===== config.mk =====
export PLATFORM = sky130hd
export DESIGN_NAME = prr_mac
export DESIGN_NICKNAME = d
export VERILOG_FILES = /design/src/rtl/core/prr_pkg.sv /design/src/rtl/core/prr_mac.sv
export SDC_FILE = /design/constraint.sdc
export NUM_CORES = 1
export LEC_CHECK = 0
export ABC_AREA = 1
export BUFFER_PORTS_ARGS = -buffer_cell sky130_fd_sc_hd__buf_4
export CORE_UTILIZATION = 58
export DETAILED_ROUTE_END_ITERATION = 12
export PLACE_DENSITY = 0.79
export SYNTH_ARGS = -nofsm -noshare
export SYNTH_HDL_FRONTEND = slang
export SYNTH_SLANG_ARGS = --single-unit

===== constraint.sdc =====
create_clock -name clk -period 5.86 [get_ports clk]
set_clock_uncertainty 0.15 [all_clocks]
set_input_delay 0 -clock clk [delete_from_list [all_inputs] [get_ports clk]]
set_output_delay 0 -clock clk [all_outputs]
set_load 0.02 [all_outputs]

===== src/rtl/core/prr_pkg.sv =====
// Package for the polyphase rational resampler: defaults, codes and shared types.
package prr_pkg;

    // Default parameter values
    localparam int MAX_TAPS_DEF    = 256;
    localparam int MAX_RATE_DEF    = 32;
    localparam int SAMPLE_BITS_DEF = 16;

    // Configuration space
    localparam int CFG_ADDR_W = 4;
    localparam int CFG_DATA_W = 32;
    localparam int UP_W       = 6;
    localparam int DOWN_W     = 6;
    localparam int TAPS_W     = 9;
    localparam int CIDX_W     = 8;

    // Register indexes (byte address / 4)
    localparam logic [1:0] REG_UP_FACTOR   = 2'd0;
    localparam logic [1:0] REG_DOWN_FACTOR = 2'd1;
    localparam logic [1:0] REG_TAP_COUNT   = 2'd2;

    // Item kinds carried on tuser
    localparam logic OP_SAMPLE = 1'b0;
    localparam logic OP_COEF   = 1'b1;

    // Sequencer to MAC control
    typedef struct packed {
        logic clear;      // zero the accumulator
        logic tap_valid;  // a tap read was issued this cycle
        logic sample_ok;  // delay line entry has been written
    } mac_ctrl_t;

endpackage


===== src/rtl/core/prr_mac.sv =====
// Shared multiply-accumulate unit with Q1.15 round and saturate.
module prr_mac #(
    parameter int SAMPLE_BITS = prr_pkg::SAMPLE_BITS_DEF,
    parameter int MAX_TAPS    = prr_pkg::MAX_TAPS_DEF
) (
    input  logic                   clk,
    input  logic                   rst_n,
    input  prr_pkg::mac_ctrl_t     ctrl,
    input  logic [SAMPLE_BITS-1:0] coef_data,
    input  logic [SAMPLE_BITS-1:0] sample_data,
    output logic                   busy,
    output logic [SAMPLE_BITS-1:0] result
);

    localparam int AW    = $clog2(MAX_TAPS);
    localparam int PW    = 2 * SAMPLE_BITS;
    localparam bit SAT   = (PW + AW) > 64;
    localparam int ACC_W = SAT ? 64 : (PW + AW);
    localparam int FB    = SAMPLE_BITS - 1;

    localparam logic signed [ACC_W:0] LIM    = (ACC_W + 1)'(64'sd1 <<< 62);
    localparam logic signed [ACC_W:0] RND    = (ACC_W + 1)'(1) <<< (FB - 1);
    localparam logic signed [ACC_W:0] OUT_HI = (ACC_W + 1)'((64'sd1 <<< FB) - 64'sd1);
    localparam logic signed [ACC_W:0] OUT_LO = -OUT_HI - (ACC_W + 1)'(1);

    logic                    s1_vld_reg;
    logic                    s1_ok_reg;
    logic                    s2_vld_reg;
    logic signed [PW-1:0]    prod_reg;
    logic signed [PW-1:0]    prod_next;
    logic signed [ACC_W-1:0] acc_reg;
    logic signed [ACC_W-1:0] acc_next;
    logic signed [ACC_W:0]   sum;
    logic signed [ACC_W:0]   rnd_sum;
    logic signed [ACC_W:0]   quot;
    logic [SAMPLE_BITS-1:0]  sample_sel;

    // Stage 1 lines up with the RAM read data
    always_ff @(posedge clk or negedge rst_n)
    begin
        if (!rst_n)
        begin
            s1_vld_reg <= 1'b0;
            s1_ok_reg  <= 1'b0;
            s2_vld_reg <= 1'b0;
        end
        else
        begin
            s1_vld_reg <= ctrl.tap_valid;
            s1_ok_reg  <= ctrl.sample_ok;
            s2_vld_reg <= s1_vld_reg;
        end
    end

    // Unwritten delay line entries read as zero
    assign sample_sel = s1_ok_reg ? sample_data : '0;
    assign prod_next  = $signed(coef_data) * $signed(sample_sel);
    assign sum        = (ACC_W + 1)'(acc_reg) + (ACC_W + 1)'(prod_reg);

    always_comb
    begin
        acc_next = sum[ACC_W-1:0];
        if (SAT)
        begin
            if (sum > LIM)
            begin
                acc_next = LIM[ACC_W-1:0];
            end
            else if (sum < -LIM)
            begin
                acc_next = ACC_W'(-LIM);
            end
        end
    end

    always_ff @(posedge clk)
    begin
        prod_reg <= prod_next;
        if (ctrl.clear)
        begin
            acc_reg <= '0;
        end
        else if (s2_vld_reg)
        begin
            acc_reg <= acc_next;
        end
    end

    // Round half up, then clip to the output range
    assign rnd_sum = (ACC_W + 1)'(acc_reg) + RND;
    assign quot    = rnd_sum >>> FB;

    always_comb
    begin
        if (quot > OUT_HI)
        begin
            result = OUT_HI[SAMPLE_BITS-1:0];
        end
        else if (quot < OUT_LO)
        begin
            result = OUT_LO[SAMPLE_BITS-1:0];
        end
        else
        begin
            result = quot[SAMPLE_BITS-1:0];
        end
    end

    assign busy = s1_vld_reg || s2_vld_reg;

endmodule


# After elaboration in Yosys (flattened, before gate mapping)
# Index checks and enable logic that the tools add are counted.
[totals] ff_bits=75 latch_bits=0 ram_bits=0 romBits=0 inputBits=37 out_inout_bits=17 wordCells=14 n_memories=0
[classes] add_sub_neg=2 mul=1 div_mod_pow=0 order_cmp=2 eq_ne=0 n_shift=0 mux=3 bitwise_logic=0 reduce_logical=1
[ops] cell="2-to-1 mux 16 bit" n=3
[ops] cell="adder 40 x 16 -> 41 bit (second input constant)" n=1
[ops] cell="adder 40 x 32 -> 40 bit" n=1
[ops] cell="multiplier 16 x 16 -> 32 bit" n=1
[ops] cell="greater-than comparator 26 x 16 -> 1 bit (second input constant)" n=1
[ops] cell="< comparator 26 x 16 -> 1 bit (second input constant)" n=1
[ops] cell="logical OR 1 bit" n=1

# Longest topological paths before layout
[depth] word_depth=4 ltp_mapped=27 mapped_depth_nobuf=24

# Least setup slack after synthesis
# No wires, ideal clock.
[synth_path] kind="reg2reg" startpoint="reg s1_ok_reg" endpoint="reg prod_reg[31]" setup_ns=0.119 t_arrival_ns=6.057 required_time_ns=5.591 setup_slack_ns=-0.465 path_stages_with_launch=23 path_buffers=3 period_less_slack_ns=6.325 path_cell_list="dfrtp_1 clkbuf_1 clkbuf_1 nand2_1 clkbuf_1 nor2_1 fa_1 inv_1 fa_1 inv_1 fa_1 fa_1 fa_1 inv_1 fa_1 inv_1 ha_1 a21o_1 o21bai_1 a211oi_1 o21ai_0 o21ai_0 nand2_1"
[synth_between] elab_chain_cells=2
[synth_rtl] item="from (decl)" line="prr_mac.sv:27" rtl="logic s1_ok_reg;"
[synth_rtl] item="from (signal assigned)" line="prr_mac.sv:50" rtl="s1_ok_reg <= ctrl.sample_ok;"
[synth_rtl] item="2-to-1 mux 16 bit" line="prr_mac.sv:56" rtl="assign sample_sel = s1_ok_reg ? sample_data : '0;"
[synth_rtl] item="multiplier 16 x 16 -> 32 bit" line="prr_mac.sv:57" rtl="assign prod_next = $signed(coef_data) * $signed(sample_sel);"
[synth_rtl] item="named net prod_next[31]" line="prr_mac.sv:30" rtl="logic signed [PW-1:0] prod_next;"
[synth_rtl] item="to (signal assigned)" line="prr_mac.sv:78" rtl="prod_reg <= prod_next;"
[synth_rtl] item="to (decl)" line="prr_mac.sv:29" rtl="logic signed [PW-1:0] prod_reg;"
# The timed path passes the listed nets, and every way through them passes these cells.
# A chain may end at the register's enable or synchronous reset.

# Worst setup path after layout
[layout_path] startpoint="reg s1_ok_reg" endpoint="reg prod_reg[30]"
# The elaborated chain is that of the path after synthesis.

==> results.md <==
- The flip-flop count of the largest register, all copies and words added is 40.
- Summing the sequential cell areas from Yosys gives 9.314% of the chip area.
- The layout has 2089 filler cells.
- The switching fraction of total power is 52.76%.
- The flow ran to the end, but the final reports show violations.
- Data on the critical path arrives at its endpoint at 6.06 ns.
- The via count of the first global-routing pass came to 16.29k.
- The combinational family with the most area after synthesis is adder cells.
- For this run, the total global-route usage over all layers was measured as 36.26%.
- The class of the worst hold path is in2reg.
- The setup path with the least slack is of type reg2reg.
- The starting density of the core is 59.74%.
- Of the total synthesized cell area, the portion taken by XOR and XNOR cells is 3.443%.
- The clock-pin slew on the worst setup and hold paths is 0.06 ns.
- The total clock buffers created by CTS is 9.
- The initial antenna violation count is 0.
- The cell count after placement is 2867.
- After synthesis the cells add up to 0.01628 sq mm.
- The die covers 0.02874 sq mm.
- The sort of element at the start of the critical path is a register.
- The fmax is 0.1688 GHz.
- Summed over all cells, the static leakage comes to 10.56 nW.
- The number of buffers between clock root and the deepest sink is 2.
- The final RePlAce weighted congestion is 1.013.
- The peak fanout along the critical path is 5.
- Summed over all nets, the half-perimeter wirelength after detailed placement is 41390 um.
- Wire segments on met3 add up to 3508 um in the final route.
- Setup repair after global routing could not meet its margin everywhere.
- The time the final worst path needs with I/O delays and setup is 5.922 ns.
- The number of design rule violations left after detail routing is 0.
- The cell seen most often among critical-path stages is sky130_fd_sc_hd__fa_1.
- The repair_antennas step left the layout with diodes totalling 0.
- The sequential cell fraction of total power is 7.6%.
- The tool flagged a number of max-cap violations equal to 0.
- The highest layer touched by signal routing is met4.
- In the synthesized netlist the async set-or-reset flop fraction comes to 4.000%.
- The region available for standard cell placement spans 0.02725 sq mm.
- The count of flip-flops with a built-in enable after synthesis is 0.
- The total buffers and inverters traversed by the critical path is 7.
- The most repeated cell in the gate-level netlist after synthesis is sky130_fd_sc_hd__inv_1.
- Of the total power, combinational logic draws 88.0%.
- For this run, the number of Yosys warnings is 0.
- The post-synthesis adder-cell area fraction is 41.72%.
- Using the TritonRoute via totals, the vias-per-cell ratio works out to 5.383.
- In the synthesized netlist, the cells that appear most often are sky130_fd_sc_hd__inv_1 (555), sky130_fd_sc_hd__nand2_1 (508), sky130_fd_sc_hd__nor2_1 (324).
- The dominant synthesized flop cell is sky130_fd_sc_hd__dfxtp_1.
- The number of endpoints with negative hold slack in the final report is 0.
- The insertion delay of the later-clocked pin in the worst-skew pair is 0.35 ns.
- The clock network fraction of total power is 4.4%.
- The switching power is 6.545 mW.
- In the detailed route, the total length drawn on met2 is 24620 um.
- 54 I/O pins were placed.
- The final-report setup violation count is 8.
- Of the cells placed in the final design, the portion with a size suffix greater than 1 is 19.77%.
- The register bit total from synthesis is 75.
- The slew at the pin closest to its max-slew limit is 0.8627 ns.
- The worst setup margin is -0.06245 ns.
- For the worst setup path, the data required time is 6.00 ns.
- The final-layout setup total negative slack is -0.1654 ns.
- The growth of design area from synthesis to finish is 21.46%.
- The total power is 12.40 mW.
- When the netlist entered floorplanning its net count stood at 2731.
- The signal on the critical path passes through buf_6 > nand2_8 > nor2_2 > fa_1 > inv_2 > buf_4 > fa_1 > inv_1 > fa_1 > fa_1 > fa_1 > inv_1 > fa_1 > inv_1 > ha_4 > a21o_1 > inv_1 > o21ai_2 > a21o_1 > nand3b_1 > a21oi_2 > xor2_1.
- The portion of the clock cycle consumed by the worst path in the final layout is 101.1%.
- After synthesis, the cell types taking the most area are sky130_fd_sc_hd__fa_1 (32%), sky130_fd_sc_hd__inv_1 (13%), sky130_fd_sc_hd__nand2_1 (12%).
- After synthesis, the share of cell area in mux cells is 0%.
- The internal portion of total power is 5.859 mW.
- The root buffer selected by CTS is sky130_fd_sc_hd__clkbuf_16.
- The y dimension of the die is 169.5 um.
- The total vias in the final route is 15.64k.
- During placement, the flow inserted port buffers numbering 53.
- In this run the horizontal extent of the chip is 169.5 um.
- The detail route stage leaves a number of antenna-violating nets equal to 0.
- STA classifies the critical path endpoint as a register.
- The largest single stage delay on the critical path is 0.58 ns.
- In this run, distinct cell masters in the synthesized netlist total 41.
- The maximum level of the CTS H-tree is 3.
- The number of violations reported at the end of detailed-routing iteration 0 is 1213.
- VDD sags by at most 0.5528 mV.
- A synthesized cell averages 7.051 sq um.
- The worst-case hold slack is 0.06793 ns.
- Summed over all layers, the routed wires come to 50870 um.
- Of the post-synthesis cell area, the dominant cell type holds 32.34%.
- The final layout contains 2951 nets.
- Clock tree synthesis found a total of 75 sinks.
- The checks that failed: setup timing.
- Summed over all instances, the cell type with the most area after synthesis is sky130_fd_sc_hd__fa_1.
- The number of placement rows is 60.
- The number of max-slew violations in the final report was 0.
- The clock tree from TritonCTS is done.
- The pin count of the biggest net entering global routing is 55.
- The finished layout holds 2906 standard cells, fillers aside.
- The cell count after synthesis came out at 2309.
- The first-pass iteration count of the detailed router is 5.
- The average wire length per cell after detail routing is 17.50 um.
- The total grt overflow is 0.
- Of the total synthesized cell area, the portion taken by AND, OR, NAND and NOR gates is 24.71%.
- Dividing total power by cell area gives a power density of 627.3 mW/mm^2.
- The end-of-flow core utilization is 72.56%.
- The slowest stage cell on the critical path is sky130_fd_sc_hd__fa_1.
- The kind of cell with the highest combined delay along the critical path is adder cells.
- Headroom to the max-slew limit came out at 42.13%.
- The first-pass GRT wire length is 80490 um.
- Summing the areas of all compound-gate instances in the mapped netlist gives 6.602% of the synthesized area.
- The met1 wire length is 19790 um.
## path summary, 6_finish.rpt
check,startpoint,end,slack (ns),cells after the start
max in group asynchronous,rst_n,s1_ok_reg$_DFF_PN0_,4.84,3
worst min register to register,s1_vld_reg$_DFF_PN0_,s2_vld_reg$_DFF_PN0_,0.24,0
worst max register to register,s1_ok_reg$_DFF_PN0_,prod_reg[30]$_DFF_P_,-0.06,22
worst max-delay path,s1_ok_reg$_DFF_PN0_,prod_reg[30]$_DFF_P_,-0.06,22
min in group asynchronous,rst_n,s1_vld_reg$_DFF_PN0_,0.46,3
worst min-delay path,coef_data[0],prod_reg[0]$_DFF_P_,0.07,4
## per-layer routing
metal | global-route usage (%) | vias to the layer above
li1 | - | 7286
met1 | 43.49 | 7512
met2 | 63.88 | 649
met3 | 4.944 | 196
met4 | 18.06 | 0
met5 | 0 | -
## placed cells by master (no fill, tap or decap), types with 3 or more instances in the layout
cell	count
sky130_fd_sc_hd__buf_4	227
sky130_fd_sc_hd__o21bai_1	9
sky130_fd_sc_hd__nor2_2	30
sky130_fd_sc_hd__o21ai_0	48
sky130_fd_sc_hd__nand2_1	471
sky130_fd_sc_hd__o21ai_1	10
sky130_fd_sc_hd__a21o_1	7
sky130_fd_sc_hd__nand3_1	64
sky130_fd_sc_hd__buf_6	17
sky130_fd_sc_hd__clkinvlp_4	3
sky130_fd_sc_hd__inv_2	30
sky130_fd_sc_hd__dfxtp_1	72
sky130_fd_sc_hd__a21oi_2	17
sky130_fd_sc_hd__fa_1	252
sky130_fd_sc_hd__nand3_2	8
sky130_fd_sc_hd__or2_2	5
sky130_fd_sc_hd__clkbuf_16	9
sky130_fd_sc_hd__nand2_2	54
sky130_fd_sc_hd__clkinv_1	8
sky130_fd_sc_hd__ha_4	21
sky130_fd_sc_hd__a21oi_1	73
sky130_fd_sc_hd__nand4_1	20
sky130_fd_sc_hd__fa_2	11
sky130_fd_sc_hd__nand2_8	5
sky130_fd_sc_hd__ha_1	101
sky130_fd_sc_hd__nor2_1	290
sky130_fd_sc_hd__nor2_4	14
sky130_fd_sc_hd__nor3_2	6
sky130_fd_sc_hd__dlygate4sd3_1	5
sky130_fd_sc_hd__nand2_4	7
sky130_fd_sc_hd__inv_6	3
sky130_fd_sc_hd__xor2_1	45
sky130_fd_sc_hd__o21ai_2	6
sky130_fd_sc_hd__a21oi_4	6
sky130_fd_sc_hd__o221ai_1	4
sky130_fd_sc_hd__inv_1	523
sky130_fd_sc_hd__xnor2_1	19
## power by group through the flow
stage                     combinational, mW  clock [mW]  sequential, mW
after detailed placement               8.88           0           0.945
after floorplan                        5.59           0           0.867
after global routing                   11.9       0.568           0.960
after CTS                              9.82       0.546           0.938
after global placement                 8.68           0           0.942
final                                  10.9       0.540           0.949
## final cells by class
cell class	instances	area, sq um	area share (%)
multi-input combinational	1626	13360	67.55
inverter	565	2131	10.78
timing repair buffer	252	2018	10.21
sequential	75	1518	7.675
tap	372	465.4	2.354
clock buffer	10	239.0	1.209
clock inverter	6	46.29	0.2341
## through the flow
stage,area (sq um),setup WS [ns]
global route,19770,-0.2523
finish,19770,-0.06245
global placement,18360,-0.2060
detailed placement,18360,-0.3426
floorplan,16380,-0.03742
CTS,19330,-0.01039
## logic make-up after synthesis
group | count (synthesis)
and+or+nand+nor | 983
AOI/OAI and AO/OA | 194
xor gates and xnor gates | 64
DFF | 75
adders and majority gates | 385
buffers and inverters | 608
## worst min-delay path, cell delays in order
cell	delay, ns
sky130_fd_sc_hd__buf_4	0.11
sky130_fd_sc_hd__inv_1	0.07
sky130_fd_sc_hd__buf_4	0.20
sky130_fd_sc_hd__nor2_1	0.14
## what timing repair did
action,CTS,global route
endpoints found under the setup margin,20,20
hold buffers,5,0
setup buffers,7,9
hold endpoints to repair,6,0
cloned,2,0
pin swaps,48,32
gates resized for setup,146,106
No activity file was read; power rests on OpenSTA's default activity.
